===== src/hdl/nsp_pkg.sv =====
// ============================================================================
// nsp_pkg
// Types, character codes and note helpers for the note string parser.
// ============================================================================
package nsp_pkg;

   localparam int OCTAVE_SPAN_DEFAULT = 12;
   localparam int MAX_NOTE_DEFAULT    = 59;
   localparam int QUEUE_DEPTH_DEFAULT = 4;

   localparam logic [7:0] CHR_UPPER_A = 8'h41;
   localparam logic [7:0] CHR_UPPER_Z = 8'h5A;
   localparam logic [7:0] CHR_CASE    = 8'h20;
   localparam logic [7:0] CHR_LOWER_A = 8'h61;
   localparam logic [7:0] CHR_LOWER_G = 8'h67;
   localparam logic [7:0] CHR_LOWER_R = 8'h72;
   localparam logic [7:0] CHR_SHARP   = 8'h23;
   localparam logic [7:0] CHR_PLUS    = 8'h2B;
   localparam logic [7:0] CHR_MINUS   = 8'h2D;
   localparam logic [7:0] CHR_ZERO    = 8'h30;
   localparam logic [7:0] CHR_NINE    = 8'h39;
   localparam logic [7:0] CHR_TAB     = 8'h09;
   localparam logic [7:0] CHR_CR      = 8'h0D;
   localparam logic [7:0] CHR_SPACE   = 8'h20;

   // One result as it leaves the block (without the end markers).
   typedef struct packed {
      logic [6:0] note_value;
      logic       is_rest;
      logic       no_note;
   } result_type;

   // All results caused by one input byte.
   typedef struct packed {
      result_type first;
      result_type second;
      logic       two;      // second result is present
      logic       done;     // byte was the string's last
   } job_type;

   // Semitone plus one for letters a..g.
   function automatic logic [4:0] letter_semi(input logic [2:0] idx);
      logic [4:0] s;
      case (idx)
         3'd0:    s = 5'd10;
         3'd1:    s = 5'd12;
         3'd2:    s = 5'd1;
         3'd3:    s = 5'd3;
         3'd4:    s = 5'd5;
         3'd5:    s = 5'd6;
         3'd6:    s = 5'd8;
         default: s = 5'd0;
      endcase
      return s;
   endfunction

   // octave * span + semitone; out of range gives a rest.
   function automatic result_type make_note(input logic [3:0] octave,
                                            input logic [4:0] semi_p1,
                                            input int span, input int max_note);
      logic [8:0] sum;
      logic       ok;
      result_type r;
      sum = 9'(int'(octave) * span + int'(semi_p1));
      ok  = (sum != 9'd0) && ((int'(sum) - 1) <= max_note);
      r.note_value = ok ? 7'(sum - 9'd1) : 7'd0;
      r.is_rest    = !ok;
      r.no_note    = 1'b0;
      return r;
   endfunction

endpackage


===== src/hdl/nsp_front.sv =====
// ============================================================================
// nsp_front
// Classifies each byte, tracks the pending note and builds its result job.
// ============================================================================
module nsp_front import nsp_pkg::*; #(
   parameter int OCTAVE_SPAN = OCTAVE_SPAN_DEFAULT,
   parameter int MAX_NOTE    = MAX_NOTE_DEFAULT
) (
   input  logic       clock,
   input  logic       reset,
   input  logic       req_valid,
   output logic       req_ready,
   input  logic [7:0] req_char_code,
   input  logic       req_string_end,
   input  logic       q_full,
   output logic       q_push,
   output job_type    q_job
);

   localparam logic [1:0] PH_IDLE   = 2'd0;
   localparam logic [1:0] PH_LETTER = 2'd1;
   localparam logic [1:0] PH_AFTER  = 2'd2;

   logic [1:0] phase_ff, phase_in;
   logic [4:0] semi_ff, semi_in;

   logic [7:0] lc;
   logic       is_space, is_digit, is_acc_up, is_acc_dn, is_letter, is_r;
   logic       pending, cont, consumed;
   logic       c_a, c_r, c_e;
   logic [1:0] phase_mid;
   logic [4:0] semi_mid;
   logic [3:0] digit;
   result_type res_a, res_r, res_e, res_none;
   logic       accept;

   assign req_ready = !q_full;
   assign accept    = req_valid && req_ready;

   always_comb begin
      lc        = (req_char_code >= CHR_UPPER_A && req_char_code <= CHR_UPPER_Z) ?
                  req_char_code + CHR_CASE : req_char_code;
      is_space  = req_char_code inside {[CHR_TAB:CHR_CR], CHR_SPACE};
      is_digit  = req_char_code inside {[CHR_ZERO:CHR_NINE]};
      is_acc_up = (req_char_code == CHR_SHARP) || (req_char_code == CHR_PLUS);
      is_acc_dn = (req_char_code == CHR_MINUS);
      is_letter = lc inside {[CHR_LOWER_A:CHR_LOWER_G]};
      is_r      = (lc == CHR_LOWER_R);
      digit     = is_digit ? 4'(req_char_code - CHR_ZERO) : 4'd0;

      pending   = 1'b0;
      cont      = 1'b0;
      phase_mid = PH_IDLE;
      semi_mid  = semi_ff;
      case (phase_ff)
         PH_LETTER: begin
            pending = 1'b1;
            cont    = is_acc_up || is_acc_dn || is_space;
            if (cont) begin
               phase_mid = PH_AFTER;
            end
            if (is_acc_up) begin
               semi_mid = semi_ff + 5'd1;
            end else if (is_acc_dn) begin
               semi_mid = semi_ff - 5'd1;
            end
         end
         PH_AFTER: begin
            pending = 1'b1;
            cont    = is_space;
            if (cont) begin
               phase_mid = PH_AFTER;
            end
         end
         default: begin
            pending = 1'b0;
         end
      endcase

      // pending note closes on a digit or on any byte that cannot continue it
      c_a      = pending && !cont;
      consumed = cont || (pending && is_digit);
      res_a    = make_note(digit, semi_ff, OCTAVE_SPAN, MAX_NOTE);

      c_r = !consumed && !is_space && is_r;
      if (!consumed && !is_space && is_letter) begin
         semi_mid  = letter_semi(3'(lc - CHR_LOWER_A));
         phase_mid = PH_LETTER;
      end

      c_e = req_string_end && (phase_mid == PH_LETTER || phase_mid == PH_AFTER);

      phase_in = req_string_end ? PH_IDLE : phase_mid;
      semi_in  = semi_mid;

      res_r      = '{note_value: 7'd0, is_rest: 1'b1, no_note: 1'b0};
      res_none   = '{note_value: 7'd0, is_rest: 1'b0, no_note: 1'b1};
      res_e      = make_note(4'd0, semi_mid, OCTAVE_SPAN, MAX_NOTE);

      q_job.first  = c_a ? res_a : (c_r ? res_r : (c_e ? res_e : res_none));
      q_job.second = (c_a && c_r) ? res_r : res_e;
      q_job.two    = (c_a && c_r) || (c_a && c_e) || (c_r && c_e);
      q_job.done   = req_string_end;
      q_push       = accept && (c_a || c_r || c_e || req_string_end);
   end

   always_ff @(posedge clock) begin
      if (reset) begin
         phase_ff <= PH_IDLE;
         semi_ff  <= 5'd0;
      end else if (accept) begin
         phase_ff <= phase_in;
         semi_ff  <= semi_in;
      end
   end

endmodule


===== src/hdl/nsp_queue.sv =====
// ============================================================================
// nsp_queue
// Small FIFO of result jobs between the front and back parts.
// ============================================================================
module nsp_queue import nsp_pkg::*; #(
   parameter int DEPTH = QUEUE_DEPTH_DEFAULT
) (
   input  logic    clock,
   input  logic    reset,
   input  logic    push,
   input  job_type push_job,
   output logic    full,
   input  logic    pop,
   output logic    empty,
   output job_type head_job
);

   localparam int PW = (DEPTH > 1) ? $clog2(DEPTH) : 1;
   localparam int CW = $clog2(DEPTH + 1);

   job_type        slots_ff [DEPTH];
   logic [PW-1:0]  wr_ff, wr_in, rd_ff, rd_in;
   logic [CW-1:0]  count_ff, count_in;
   logic           do_push, do_pop;

   assign full     = (count_ff == CW'(DEPTH));
   assign empty    = (count_ff == '0);
   assign head_job = slots_ff[rd_ff];
   assign do_push  = push && !full;
   assign do_pop   = pop && !empty;

   always_comb begin
      wr_in    = wr_ff;
      rd_in    = rd_ff;
      count_in = count_ff;
      if (do_push) begin
         wr_in = (wr_ff == PW'(DEPTH - 1)) ? '0 : wr_ff + 1'b1;
      end
      if (do_pop) begin
         rd_in = (rd_ff == PW'(DEPTH - 1)) ? '0 : rd_ff + 1'b1;
      end
      if (do_push && !do_pop) begin
         count_in = count_ff + 1'b1;
      end else if (do_pop && !do_push) begin
         count_in = count_ff - 1'b1;
      end
   end

   always_ff @(posedge clock) begin
      if (reset) begin
         wr_ff    <= '0;
         rd_ff    <= '0;
         count_ff <= '0;
      end else begin
         wr_ff    <= wr_in;
         rd_ff    <= rd_in;
         count_ff <= count_in;
      end
   end

   always_ff @(posedge clock) begin
      if (do_push) begin
         slots_ff[wr_ff] <= push_job;
      end
   end

endmodule


===== src/hdl/nsp_back.sv =====
// ============================================================================
// nsp_back
// Holds one job in its output register and hands out its results in order.
// ============================================================================
module nsp_back import nsp_pkg::*; (
   input  logic       clock,
   input  logic       reset,
   input  logic       q_empty,
   input  job_type    q_head,
   output logic       q_pop,
   output logic       rsp_valid,
   input  logic       rsp_ready,
   output logic [6:0] rsp_note_value,
   output logic       rsp_is_rest,
   output logic       rsp_no_note,
   output logic       rsp_string_done,
   output logic       rsp_last_of_item
);

   logic    busy_ff, busy_in;
   logic    idx_ff, idx_in;
   job_type job_ff;
   logic    last, load;
   result_type cur;

   always_comb begin
      cur   = idx_ff ? job_ff.second : job_ff.first;
      last  = !job_ff.two || idx_ff;
      // free slot, or the last result leaves this cycle
      load  = !q_empty && (!busy_ff || (rsp_ready && last));
      q_pop = load;

      busy_in = busy_ff;
      idx_in  = idx_ff;
      if (load) begin
         busy_in = 1'b1;
         idx_in  = 1'b0;
      end else if (busy_ff && rsp_ready) begin
         if (last) begin
            busy_in = 1'b0;
         end else begin
            idx_in = 1'b1;
         end
      end
   end

   assign rsp_valid        = busy_ff;
   assign rsp_note_value   = cur.note_value;
   assign rsp_is_rest      = cur.is_rest;
   assign rsp_no_note      = cur.no_note;
   assign rsp_last_of_item = last;
   assign rsp_string_done  = last && job_ff.done;

   always_ff @(posedge clock) begin
      if (reset) begin
         busy_ff <= 1'b0;
         idx_ff  <= 1'b0;
      end else begin
         busy_ff <= busy_in;
         idx_ff  <= idx_in;
      end
   end

   always_ff @(posedge clock) begin
      if (load) begin
         job_ff <= q_head;
      end
   end

endmodule


===== src/hdl/note_string_parser.sv =====
// ============================================================================
// note_string_parser
// Streams a note string byte by byte and returns note, rest or end entries.
// ============================================================================
// A result passes the job queue and then the output register before rsp_valid.
// Throughput: one byte per cycle while each byte yields at most one result
//   and rsp_ready is high; a two-result byte holds the output register until
//   both are taken, and the QUEUE_DEPTH-entry job queue absorbs that until full.
// Reset: synchronous, active high; clears the parse phase, pending semitone,
//   queue pointers and the output valid.
module note_string_parser import nsp_pkg::*; #(
   parameter int OCTAVE_SPAN = OCTAVE_SPAN_DEFAULT,
   parameter int MAX_NOTE    = MAX_NOTE_DEFAULT,
   parameter int QUEUE_DEPTH = QUEUE_DEPTH_DEFAULT
) (
   input  logic       clock,
   input  logic       reset,
   input  logic       req_valid,
   output logic       req_ready,
   input  logic [7:0] req_char_code,
   input  logic       req_string_end,
   output logic       rsp_valid,
   input  logic       rsp_ready,
   output logic [6:0] rsp_note_value,
   output logic       rsp_is_rest,
   output logic       rsp_no_note,
   output logic       rsp_string_done,
   output logic       rsp_last_of_item
);

   // Front to queue: one job per byte that yields any result.
   logic    q_push, q_full, q_pop, q_empty;
   job_type push_job, head_job;

   // Front: byte classification and note state. Ready only follows the
   // queue's fill level, so bytes flow on during a back stall until the queue fills.
   nsp_front #(
      .OCTAVE_SPAN (OCTAVE_SPAN),
      .MAX_NOTE    (MAX_NOTE)
   ) u_front (
      .clock          (clock),
      .reset          (reset),
      .req_valid      (req_valid),
      .req_ready      (req_ready),
      .req_char_code  (req_char_code),
      .req_string_end (req_string_end),
      .q_full         (q_full),
      .q_push         (q_push),
      .q_job          (push_job)
   );

   nsp_queue #(
      .DEPTH (QUEUE_DEPTH)
   ) u_queue (
      .clock    (clock),
      .reset    (reset),
      .push     (q_push),
      .push_job (push_job),
      .full     (q_full),
      .pop      (q_pop),
      .empty    (q_empty),
      .head_job (head_job)
   );

   // Back: output register, one result per handshake, marks the last result
   // of each byte and the end of string.
   nsp_back u_back (
      .clock            (clock),
      .reset            (reset),
      .q_empty          (q_empty),
      .q_head           (head_job),
      .q_pop            (q_pop),
      .rsp_valid        (rsp_valid),
      .rsp_ready        (rsp_ready),
      .rsp_note_value   (rsp_note_value),
      .rsp_is_rest      (rsp_is_rest),
      .rsp_no_note      (rsp_no_note),
      .rsp_string_done  (rsp_string_done),
      .rsp_last_of_item (rsp_last_of_item)
   );

endmodule


===== config.mk =====
export PLATFORM = sky130hd
export DESIGN_NAME = note_string_parser
export DESIGN_NICKNAME = d
export VERILOG_FILES = /design/src/hdl/nsp_pkg.sv /design/src/hdl/nsp_front.sv /design/src/hdl/nsp_queue.sv /design/src/hdl/nsp_back.sv /design/src/hdl/note_string_parser.sv
export SDC_FILE = /design/constraint.sdc
export NUM_CORES = 1
export LEC_CHECK = 0
export BUFFER_PORTS_ARGS = -buffer_cell sky130_fd_sc_hd__clkbuf_2
export CAP_MARGIN = 25
export CORE_UTILIZATION = 55
export CTS_BUF_LIST = sky130_fd_sc_hd__clkbuf_16
export DETAILED_ROUTE_END_ITERATION = 8
export GPL_TIMING_DRIVEN = 0
export PLACE_DENSITY = 0.75
export RECOVER_POWER = 25
export SYNTH_ARGS = -nofsm -noshare
export SYNTH_HDL_FRONTEND = slang
export SYNTH_SLANG_ARGS = --single-unit

===== constraint.sdc =====
create_clock -name clock -period 4.5 [get_ports clock]
set_input_delay 0.9 -clock clock [delete_from_list [all_inputs] [get_ports clock]]
set_output_delay 0.9 -clock clock [all_outputs]
set_load 0.01 [all_outputs]

==> impl.org, run 1 <==
** Run status
- The flow ran to the end, and the final reports show no timing, DRC or antenna violations.

** Cells and area
- The sequential cells in the finished layout cover a total of a little over 3000 um2.
- Cell area after layout :: 6190 um2
- Post-route non-filler standard cell count :: 589
- Summing all multi-input logic gate instances after layout gives about 2400 um2.
- After filler insertion, the fill cell instance count of the layout stands at between 700 and 800.
- 0 antenna diodes ended up in the layout.
- Of the cells placed in the final design, the portion with a size suffix greater than 1 is 18.0%.
- Layout net count :: approximately 500
- The area growth from synthesis to layout is 13.0%.

** Placement
- Port Buffers :: 24
- Routability-driven placement finished with a final weighted congestion of roughly 0.94.
- Placed Instances :: approximately 570
- Summed over all nets, the half-perimeter wirelength after detailed placement is 7850 um.
- Placed instance area :: about 5800 um2

** Floorplan
- Floorplan die width :: 102 um
- The initial utilization of the core area, before any placement, comes to between 50% and 60%.
- In this run the standard cell core region covers 9730 um2.
- The die is 102 um tall.
- The die covers a little over 10000 um2.
- Total I/O pin count :: 26
- After floorplanning, the core was divided into 36 placement rows.

** Routing
- For this block, the initial DRC count from the detailed router was 206.
- Avg Vias per Cell :: between 6 and 7
- Routed wirelength normalized by instance count :: 18.6 um
- Remaining DRCs :: 0
- Before antenna repair, the detailed router went through 4 iterations.
- In this run the remaining antenna-violating nets after routing total 0.
- Via count of the routed design :: 3547
- Wires add up to approximately 11000 um.

** Critical path
- Worst path slowest cell :: fa_1
- In this run the critical register-to-register path is captured at u_queue.count_ff[2].
- List of cells traversed by the critical path :: clkbuf_2 -> buf_2 -> nor4bb_1 -> buf_2 -> and3_1 -> ha_1 -> fa_1 -> nor4_2 -> nand2b_1 -> o311a_1 -> o211ai_1 -> nand4_1 -> buf_4 -> o32ai_2
- For this run, the slowest stage of the critical path takes about 0.54 ns.
- Critical Path End Type :: register
- Cell depth of the worst flop-to-flop path :: 14
- The critical path starts at req_char_code[5].
- Required time of the critical path :: 4.62 ns
- Data arrival time at the worst-slack endpoint :: around 4.4 ns
- The worst setup path is of the in -> reg kind.
- Reg-to-reg slack, setup :: 0.73 ns
- Startpoint kind of the worst setup timing path :: primary input
- Most numerous cell on the critical path :: buf_2
- The startpoint identified for the worst register-to-register timing path is u_front.phase_ff[0].
- Along the worst path, the maximum fanout reaches 10.

** Global routing
- Antenna violations before repair :: 0
- The total overflow left after global routing is 0.
- The first global-routing pass estimated around 18000 um of wire.
- Vias in the first global route :: ~3500
- Global routing consumed, over all layers together, approximately 23% of the routing resources.
- Largest net degree at the start of global routing :: 20

** Logic synthesis
- Number of warnings issued by yosys :: 0
- Fraction of post-synthesis cell area in the top cell type by area :: 49.3%
- For this run, the register share of the synthesized area comes to 55.2%.
- Total nets after synthesis :: approximately 450
- In this run the cell area of the synthesized design comes to between 5000 and 6000 um2.
- In this run, distinct cell masters in the synthesized netlist total 69.
- Main flop type after synthesis :: edfxtp_1
- Each instance of the synthesized netlist takes up on average 13.2 um2.
- Synthesis handed over a netlist of ~420 instances.
- Synthesis-stage register bit count :: roughly 110
- Count of flip-flops with a built-in enable after synthesis :: 90
- Summed over all instances, the cell type with the most area after synthesis is edfxtp_1.
- Leading post-synthesis cells by instance count :: 90 x edfxtp_1, 30 x nor2_1, 21 x ha_1
- Count leader, synth :: edfxtp_1
- By area the synthesized netlist is led by edfxtp_1 49%, mux4_2 7.4%, dfxtp_1 5.8%.
- In the synthesized netlist the async set-or-reset flop fraction comes to 0%.

** Clock network
- CTS H-Tree Depth :: 3
- The clock passes through at most 2 buffers.
- The number of clock buffers added by TritonCTS is 9.
- The number of hold buffers added after CTS was 0.
- After clock tree synthesis, the clock-pin slew on the worst setup and hold paths is roughly 0.070 ns.
- Insertion delay to the later sink of the worst-skew pair :: around 0.34 ns
- TritonCTS sink count :: 106
- In this run the clock root is driven by a clkbuf_16.
- CTS tree :: yes

** Power
- Total power for the finished layout comes to around 0.0027 W.
- Clock power frac :: between 20 and 30%
- Cell internal power was estimated by the tool at roughly 0.0020 W.
- Switching part of the total power :: ~28%
- Per report_power, the sequential group accounts for between 40% and 50% of the total.
- Combinational cells account for 23.7% of the total power.
- In this run the power density over the cells is around 440 nW/um2.
- In this run the static leakage power is around 2.1 nW.
- Sw Pwr :: between 0.0007 and 0.0008 W
- The worst-case IR drop observed on VDD is slightly above 0.2 mV.

** STA
- Clock tree skew after final layout :: roughly 0.0063 ns
- Setup repair after global routing left no endpoint under its margin.
- Setup total negative slack on the finished layout was measured at 0 ns.
- Hold is met by 0.494 ns.
- The number of hold-slack violations in the final timing report is 0.
- Final worst path period share :: between 90% and 100%
- Max Transition Viols Final :: 0
- The worst pin sits at a relative slew slack of a little over a third.
- Transition time at the pin with the least slew margin :: 0.977 ns
- Clock period minus final worst setup slack :: 4.24 ns
- Setup violators final :: 0
- Timing-limited maximum frequency :: ~0.24 GHz

** Job
- Max-cap violations in this run came to 0.

** Hold path
- The worst hold path begins at u_back.rsp_valid.
- The path with the worst hold slack has its endpoint at u_back.rsp_valid.
- Along the worst hold path, the cell count comes to 2.
- The path class of the tightest hold or removal check is reg -> reg.
[repair_timing]
| item | in CTS | in global routing |
|---|---|---|
| endpoints found under the setup margin | 28 | 28 |
| gates resized for setup | 9 | 6 |
| setup buffers | 1 | 2 |
| pin swaps | 1 | 1 |
[state kept, by name, indices dropped and copies added, names as in the netlist]
signal            count
u_back.job_ff        18
u_queue.rd_ff         2
u_back.rsp_valid      1
u_queue.count_ff      3
u_back.idx_ff         1
u_front.phase_ff      2
u_queue.slots_ff     72
u_queue.wr_ff         2
u_front.semi_ff       5
[layout make-up]
cell class | count | share of cell area (%)
Timing Repair Buffer | 28 | 2.41
Multi-Input combinational cell | 273 | 39.0
Tap cell | 133 | 2.69
Clock buffer | 9 | 3.64
Inverter | 16 | 0.971
Buffer | 17 | 1.31
Clock inverter | 7 | 1.13
Sequential cell | 106 | 48.9
[worst max-delay path by stage]
stage | endpoint | slack (ns) | depth (start not counted)
floorplan | u_queue.slots_ff[0][15] | 0.02 | 13
global placement | u_queue.slots_ff[0][13] | -0.77 | 14
detailed placement | u_queue.slots_ff[0][13] | -0.92 | 14
CTS | u_queue.slots_ff[3][15] | 0.07 | 14
global route | u_queue.slots_ff[3][15] | 0.02 | 15
finish | u_queue.slots_ff[1][14] | 0.26 | 14
[cell families after synthesis]
group	count (synthesis)	synth area share, %
AND/OR/NAND/NOR	118	11.9
flip-flops	106	55.2
AO/OA/AOI/OAI	80	11.2
buffers and inverters	36	2.74
multiplexers	36	10.9
adder cells (fa/ha/maj)	24	5.71
XOR/XNOR	15	2.40
[worst max-delay path, delay by kind of cell]
family | cells | cell delay, ns
and+or+nand+nor | 5 | 0.99
AOI/OAI and AO/OA | 3 | 0.85
adders and majority gates | 2 | 0.82
buffers and inverters | 4 | 0.78
[stage by stage]
stage / utilization [%] / worst slack, ns
after floorplan: - / 0.0173
after global placement: 59.2 / -0.765
after detailed placement: 59.4 / -0.915
after CTS: 63.2 / 0.0699
after global routing: 63.6 / 0.0249
final: 63.6 / 0.255
[layout by cell type, fill, tap and decap left out, types with 4 or more instances in the layout]
cell / n
clkbuf_2: 16
mux2i_1: 10
mux4_2: 18
nor2b_1: 12
clkbuf_16: 9
o32ai_4: 5
buf_2: 5
edfxtp_1: 90
o21ai_0: 12
mux2_2: 8
and3_1: 4
inv_1: 17
nor2_1: 30
a21oi_1: 14
xnor2_1: 9
nand2b_1: 6
dfxtp_1: 16
clkbuf_1: 19
nand2_1: 18
nand3b_1: 6
and2_1: 6
nor3_1: 9
ha_1: 21
xor2_1: 6
[power groups by stage]
stage,clock network [W],logic [W],registers (W)
floorplan,0,0.000454,0.00131
global placement,0,0.000615,0.00132
detailed placement,0,0.000659,0.00132
CTS,0.000774,0.000666,0.00130
global route,0.000822,0.000710,0.00132
finish,0.000763,0.000640,0.00130
[layer usage]
layer	track usage (%)	share of wire (%)	vias to the layer above	wire length (um)
li1	-	-	1685	-
met1	28.4	42	1764	4580
met2	40.6	53	83	5780
met3	4.35	3.8	15	411
met4	8.70	1.4	0	151
met5	0	0	-	0
Power figures use the tool's default switching activity.
==> run 2: changes to the inputs <==
--- a/config.mk
+++ b/config.mk
@@ -7,12 +7,15 @@
 export LEC_CHECK = 0
 export BUFFER_PORTS_ARGS = -buffer_cell sky130_fd_sc_hd__clkbuf_2
 export CAP_MARGIN = 25
+export CORE_ASPECT_RATIO = 0.8
 export CORE_UTILIZATION = 55
 export CTS_BUF_LIST = sky130_fd_sc_hd__clkbuf_16
 export DETAILED_ROUTE_END_ITERATION = 8
 export GPL_TIMING_DRIVEN = 0
 export PLACE_DENSITY = 0.75
 export RECOVER_POWER = 25
+export REMOVE_ABC_BUFFERS = 1
 export SYNTH_ARGS = -nofsm -noshare
 export SYNTH_HDL_FRONTEND = slang
+export SYNTH_HIERARCHICAL = 1
 export SYNTH_SLANG_ARGS = --single-unit
==> impl.org, run 2 <==
** STA
- The transition at the pin with the smallest max-transition slack came to 1.38 ns (+0.401 ns).
- Clock tree skew after final layout :: 0.0170 ns (+0.0108 ns)
- Timing-limited maximum frequency :: 0.238 GHz (+1.2%)
- Final worst path period share :: 93.2% (-1.2 points)
- Total count of hold-check failures in the final report :: 0 (unchanged)
- Slack of the critical path :: 0.307 ns (+0.0520 ns)
- The final count of negative-setup-slack endpoints was 0 (unchanged).
- Max Transition Viols Final :: 0 (unchanged)
- Clock period minus final worst setup slack :: 4.19 ns (-0.0520 ns)
- The worst-case headroom to the max-slew limit came to 8.03% (-27 points).
- Setup repair after global routing missed its margin :: false

** Placement
- The instance count after placement with tap cells included is 578 (+0.87%).
- Final HPWL from detailed placement :: 7320 um (-6.7%)
- Worst setup slack after placement :: -0.201 ns (+0.714 ns)
- Global placement routability congestion :: 0.866 (-7.4%)
- Port Buffers :: 25 (+4.2%)

** Cells and area
- In the layout the commonest cells are 100 x edfxtp_1, 30 x nor2_1, 22 x clkbuf_2, 20 x a21oi_1, 20 x mux4_2.
- Post-route non-filler standard cell count :: 610 (+3.6%)
- Flip-flop count of the largest register, all copies and words added :: 80 (+11%)
- Signed area change from the synthesized netlist to the final layout :: 13.5%
- Registers with the most flip-flops :: u_queue/slots_ff (80), u_back/job_ff (20), u_front/semi_ff (5)
- Fraction of layout cells with a size suffix above 1 :: 24.9% (+6.9 points)
- Layout net count :: 491 (+0.82%)
- Most flop-heavy register :: u_queue/slots_ff
- Diodes inserted :: 0 (unchanged)
- Most frequent standard cell in the layout excluding fill and tap cells :: edfxtp_1

** Clock network
- The count of instances resized after the clock tree is built was 0 (-9).
- CTS tree :: yes
- Setup Buffers After CTS :: 0 (-1)
- Maximum count of clock buffers along a single path :: 2 (unchanged)
- Number of hold buffers added after cts :: 0 (unchanged)
- The number of sinks driven by the clock tree came to 118 (+11%).
- Cell at the root of the clock tree :: clkbuf_16
- Insertion delay to the later sink of the worst-skew pair :: 0.41 ns (+0.07 ns)
- CTS H-Tree Depth :: 4 (+1)
- Clock-pin slew on the worst setup and hold paths :: 0.06 ns (about the same)
- TritonCTS Buffers :: 17 (+8)

** Routing
- The iteration-0 DRC count of the detailed router came to 296 (+44%).
- Routed wirelength normalized by instance count :: 18.5 um (-0.36%)
- Via count of the routed design :: 3601 (+1.5%)
- DRT Wirelength :: 11300 um (+3.2%)
- The remaining design rule violation count was 0 (unchanged).
- Avg Vias per Cell :: 5.90 (-2.0%)
- Antenna-violating nets left :: 0 (unchanged)
- The number of iterations in the first detailed-routing pass is 5 (+1).

** Power
- Leakage dissipation :: 2.42 nW (+13%)
- VDD IR max :: 0.280 mV (+35%)
- Total Power :: 0.00352 W (+30%)
- The power density over the cells was 522 nW/um2 (+20%).

** Critical path
- The data arrival time at the worst-slack endpoint was 4.37 ns (about the same).
- Endpoint of the most critical register-to-register path :: u_queue/count_ff[2]
- In this run the critical register-to-register path is launched from u_front/phase_ff[1].
- The data required time of the critical path is 4.68 ns (+0.06 ns).
- Type of the setup path with the least slack :: in -> reg
- Reg-to-reg slack, setup :: 0.87 ns (+0.14 ns)
- The peak fanout along the critical path was 8 (-2).
- The worst setup path is captured at a register.
- Startpoint kind of the worst setup timing path :: primary input
- The number of cells traversed by the worst register-to-register path was 15 (+1).

** Logic synthesis
- The synthesized design spends more area on one cell type than any other, namely edfxtp_1.
- The post-synthesis instance area was 5940 um2 (+8.4%).
- Mean Syn Cell Area :: 13.7 um2 (+4.1%)
- Leading post-synthesis cells by instance count :: 100 x edfxtp_1, 30 x nor2_1, 22 x a21oi_1
- The area share of the largest cell type after synthesis was 50.6% (+1.2 points).
- The warning count from the yosys run came to 6 (+6).
- The most used flip-flop cell after synthesis is edfxtp_1.
- Yosys attributes the largest share of cell area to edfxtp_1 51%, mux4_2 7.6%, dfxtp_1 6.1%.
- Proportion of synthesized flip-flops having asynchronous set or reset :: 0% (unchanged)
- Count leader, synth :: edfxtp_1
- The number of library cell types mapped by synthesis came to 76 (+10%).
- The number of register bits inferred by synthesis was 118 (+11%).
- The number of synthesized flops with an enable pin is 100 (+11%).
- The number of instances in the synthesized netlist came to 432 (+4.1%).
- The post-synthesis sequential area ratio came to 56.7% (+1.5 points).

** Global routing
- Residual overflow from global routing :: 0 (unchanged)
- The via count of the first global-routing pass is 3432 (-1.3%).
- Antenna violations before repair :: 0 (unchanged)
- The first-pass GRT wire length was 18000 um (+1.7%).
- Largest net degree at the start of global routing :: 22 (+10%)
- The overall routing resource usage came to 21.6% (-1.6 points).

** Floorplan
- Core outline area :: 10400 um2 (+6.5%)
- Floorplan die width :: 118 um (+16%)
- The overall die area came to 11200 um2 (+8.2%).
- Number of placement rows :: 33 (-8.3%)
- The count of boundary I/O pins came to 26 (unchanged).
- Height of the die :: 94.9 um (-6.7%)
- Effective utilization at floorplan :: 57.3% (+0.99 points)

** Hold path
- The tightest min-delay check is of the reg -> reg type.
- End point of the most critical hold path :: u_front/semi_ff[4]
- Start point of the worst min-delay path :: u_front/semi_ff[4]
- Worst hold path depth :: 2 (unchanged)

** Run status
- Status :: complete, no violations

** Job
- The max-capacitance violation count came to 0 (unchanged).
run 2: per-stage QoR:
step	cell area, um2	setup TNS, ns	hold WS [ns]	utilization, %
2_1_floorplan	5820	0	0.456	-
3_3_place_gp	6120	-1.55	0.473	59.0
3_5_place_dp	6140	-3.84	0.501	59.2
4_1_cts	6750	0	0.510	65.2
5_1_grt	6740	0	0.527	65.0
6_report	6740	0	0.504	65.0
run 2: final cells by class:
type	instances	area [um2]
clock buffers	17	425
clock inverters	15	191
fillers	740	3630
inverters	20	76.3
multi-input cells	274	2380
flip-flops and latches	118	3360
well taps	140	175
repair buffers	26	125
run 2: critical path: stages:
cell,delay (ns)
clkbuf_2,0.16
nor3b_2,0.42
o21ai_0,0.17
a21oi_1,0.22
and2_1,0.19
ha_1,0.18
ha_1,0.24
ha_1,0.34
a21oi_2,0.30
a21bo_1,0.24
a311o_1,0.30
o21ai_1,0.09
a32o_1,0.17
nand2_2,0.13
o22ai_1,0.31
run 2: logic make-up (layout without fill, tap and decap cells):
family                   Yosys count  count (layout)  share of synthesized area (%)
adder cells (fa/ha/maj)           23              23                           5.04
AND/OR/NAND/NOR                  123             123                           11.9
AO/OA/AOI/OAI                     72              72                           8.54
flip-flops                       118             118                           56.7
other                              1               1                         0.0632
XOR/XNOR                          15              15                           2.66
buffers and inverters             40              78                           3.33
multiplexers                      40              40                           11.8
run 2: per-layer routing:
| layer | global-route usage (%) | vias to the layer above | wire length, um |
|---|---|---|---|
| li1 | - | 1703 | - |
| met1 | 28.7 | 1771 | 5140 |
| met2 | 34.9 | 115 | 5500 |
| met3 | 4.83 | 12 | 540 |
| met4 | 8.76 | 0 | 99 |
| met5 | 0 | - | 0 |
run 2: worst max path at each step:
stage | from | endpoint | slack, ns | cells past startpoint
after floorplan | req_char_code[6] | u_queue/slots_ff[0][18] | 0.60 | 14
after global placement | req_char_code[2] | u_queue/slots_ff[0][17] | -0.11 | 15
after detailed placement | req_char_code[2] | u_queue/slots_ff[0][17] | -0.20 | 15
after CTS | req_char_code[2] | u_queue/slots_ff[1][17] | 0.16 | 15
after global routing | req_char_code[2] | u_queue/slots_ff[1][17] | 0.03 | 15
final | req_char_code[4] | u_queue/slots_ff[1][17] | 0.31 | 15
run 2: power by group:
part	internal [W]	switching (W)
Combinational	0.000306	0.000289
Clock	0.000887	0.000516
Sequential	0.00139	0.000125
==> run 3: changes to the inputs <==
--- a/config.mk
+++ b/config.mk
@@ -11,7 +11,6 @@
 export CORE_UTILIZATION = 55
 export CTS_BUF_LIST = sky130_fd_sc_hd__clkbuf_16
 export DETAILED_ROUTE_END_ITERATION = 8
-export GPL_TIMING_DRIVEN = 0
 export PLACE_DENSITY = 0.75
 export RECOVER_POWER = 25
 export REMOVE_ABC_BUFFERS = 1
==> impl.org, run 3 (synthesized netlist as in run 2, its figures left out) <==
** Clock network
- TritonCTS sink count :: 118 (unchanged)
- The count of hold-fix buffers inserted at cts is 0 (unchanged).
- The latest clock arrival within the worst-skew pair was 0.41 ns (about the same).
- CTS H-Tree Depth :: 4 (unchanged)
- Clock-pin slew on the worst setup and hold paths :: 0.05 ns (about the same)
- TritonCTS built the clock tree.
- Cell at the root of the clock tree :: clkbuf_16
- The buffers inserted during post-CTS setup optimization came to 0 (unchanged).
- Post-cts gate resize count :: 0 (unchanged)
- The number of CTS-inserted buffers is 17 (unchanged).
- The maximum clock insertion buffer count is 2 (unchanged).

** STA
- Setup repair after global routing left no endpoint under its margin.
- Timing-limited maximum frequency :: 0.241 GHz (+0.97%)
- The clock period minus final worst setup slack came to 4.15 ns (-0.0403 ns).
- The final count of negative-setup-slack endpoints was 0 (unchanged).
- The number of hold-slack violations in the final timing report was 0 (unchanged).
- The worst-case hold slack was 0.488 ns (-0.0164 ns).
- The number of pins exceeding their max-slew limit in the final report is 0 (unchanged).
- Relative slew slack :: 18.0% (+10 points)
- Transition time at the pin with the least slew margin :: 1.23 ns (-0.148 ns)
- The final cycle utilization of the critical path is 92.3% (-0.90 points).
- The worst setup skew after layout is 0.00921 ns (-0.00784 ns).

** Power
- The cell leakage power is 2.47 nW (+2.0%).
- The worst voltage drop across the vdd grid was 0.285 mV (+1.5%).
- The clock group share of total power was 38.8% (-1.1 points).
- The power density over the cells came to 511 nW/um2 (-2.2%).
- The relative contribution of sequential cells to total power came to 42.4% (-0.8 points).
- The design internal power came to 0.00258 W (about the same).
- The total design power is 0.00347 W (-1.3%).
- Switching part of the total power :: 25.6% (-0.88 points)
- Sw Pwr :: 0.000888 W (-4.6%)
- Portion of total power attributed to combinational logic :: 18.9% (+2.0 points)

** Floorplan
- The chip height is 94.9 um (unchanged).
- The count of boundary I/O pins is 26 (unchanged).
- The initial core utilization was 57.3% (unchanged).
- Number of placement rows :: 33 (unchanged)
- Floorplan die width :: 118 um (unchanged)
- The core outline area was 10400 um2 (unchanged).
- The overall die area was 11200 um2 (unchanged).

** Critical path
- STA classifies the critical path startpoint as a primary input.
- Tracing the worst setup path back leads to its startpoint at req_char_code[4].
- The critical path ends at u_queue/slots_ff[1][18].
- Startpoint of the worst register-to-register path :: u_back/idx_ff
- The worst setup path is of the in -> reg kind.
- In this run the critical register-to-register path is captured at u_queue/count_ff[2].
- STA classifies the critical path endpoint as a register.
- The peak fanout along the critical path was 8 (unchanged).
- The data arrival time at the worst-slack endpoint is 4.33 ns (-0.04 ns).
- Reg-to-reg slack, setup :: 0.57 ns (-0.30 ns)
- The number of cells traversed by the worst register-to-register path was 11 (-4).
- The data required time of the critical path came to 4.68 ns (about the same).

** Placement
- Port Buffers :: 25 (unchanged)
- Global placement routability congestion :: 0.849 (-1.9%)
- Final HPWL from detailed placement :: 7400 um (+1.0%)
- The instance count after placement with tap cells included is 590 (+2.1%).

** Cells and area
- In the final layout, the registers with the most flip-flops are u_queue/slots_ff (80), u_back/job_ff (20), u_front/semi_ff (5).
- Fraction of layout cells with a size suffix above 1 :: 25.7% (+0.83 points)
- The number of cells in the finished layout apart from fillers is 622 (+2.0%).
- u_queue/slots_ff holds more flip-flops than any other register.
- Util after Layout :: 65.6% (+0.58 points)
- Most frequent cells in the layout :: 100 x edfxtp_1, 30 x nor2_1, 23 x clkbuf_2, 21 x a21oi_1, 20 x mux4_2
- The number of diodes was 0 (unchanged).
- The final layout net count came to 503 (+2.4%).
- Signed area change from the synthesized netlist to the final layout :: 14.5%
- Leaving out fill and tap cells, the most frequent cell in the layout is edfxtp_1.
- Flip-flop count of the largest register, all copies and words added :: 80 (unchanged)

** Global routing
- First-pass GRT wire length :: 17700 um (-1.6%)
- Vias in the first global route :: 3509 (+2.2%)
- Residual overflow from global routing :: 0 (unchanged)
- All-Layer GR Usage :: 21.2% (-0.40 points)
- Largest net degree at the start of global routing :: 22 (unchanged)
- Antenna violations before repair :: 0 (unchanged)

** Routing
- The remaining design rule violation count was 0 (unchanged).
- Antenna-violating nets left :: 0 (unchanged)
- Via count of the routed design :: 3584 (-0.47%)
- The aggregate routed wire length came to 11100 um (-2.0%).
- Avg Vias per Cell :: 5.76 (-2.4%)
- The number of iterations in the first detailed-routing pass is 4 (-1).
- Violation count after the first detailed-route iteration :: 206 (-30%)
- The routed wire length per instance is 17.8 um (-3.9%).

** Run status
- Status :: complete, no violations

** Hold path
- Class of the most critical hold timing path :: reg -> reg

** Job
- The max-capacitance violation count was 0 (unchanged).
## run 3: area by class of cell
cell class	count	area [um2]
multi-input cells	274	2370
well taps	140	175
clock inverters	15	176
clock buffers	17	425
repair buffers	38	205
flip-flops and latches	118	3360
fillers	750	3570
inverters	20	80.1
## run 3: power by group through the flow
stage               logic, W  clock network [W]  registers (W)
finish              0.000654            0.00135        0.00147
global route        0.000718            0.00142        0.00149
CTS                 0.000677            0.00137        0.00147
detailed placement  0.000674                  0        0.00149
global placement    0.000651                  0        0.00148
floorplan           0.000439                  0        0.00150
## run 3: critical path, stage by stage
cell      delay [ns]
clkbuf_2        0.16
nor3b_2         0.40
o21ai_0         0.15
a21oi_1         0.20
and2_1          0.18
ha_1            0.19
ha_1            0.24
ha_1            0.33
a21oi_2         0.27
a21bo_1         0.24
a311o_1         0.30
o21ai_1         0.08
a32o_1          0.17
nand2_2         0.15
o22ai_1         0.35
## run 3: worst min path at each step
stage | cells after the start | to | from
2_1_floorplan | 2 | register | u_queue/rd_ff[0]
3_3_place_gp | 2 | u_back/idx_ff | u_back/rsp_valid
3_5_place_dp | 2 | u_queue/rd_ff[0] | u_queue/rd_ff[0]
4_1_cts | 2 | u_back/idx_ff | u_back/rsp_valid
5_1_grt | 2 | u_back/idx_ff | u_back/rsp_valid
6_report | 2 | u_back/idx_ff | u_back/rsp_valid
## run 3: per-stage QoR
step	TNS, ns	cell area [um2]	worst slack, ns
floorplan	0	5820	0.600
global placement	0	6220	0.107
detailed placement	-0.800	6220	-0.108
CTS	0	6820	0.256
global route	0	6800	0.0811
finish	0	6800	0.347
## run 3: per-layer routing
metal  track usage (%)  wire, um
met2              36.6      5560
met4              6.20        98
met1              26.8      4950
met5                 0         0
met3              5.19       445
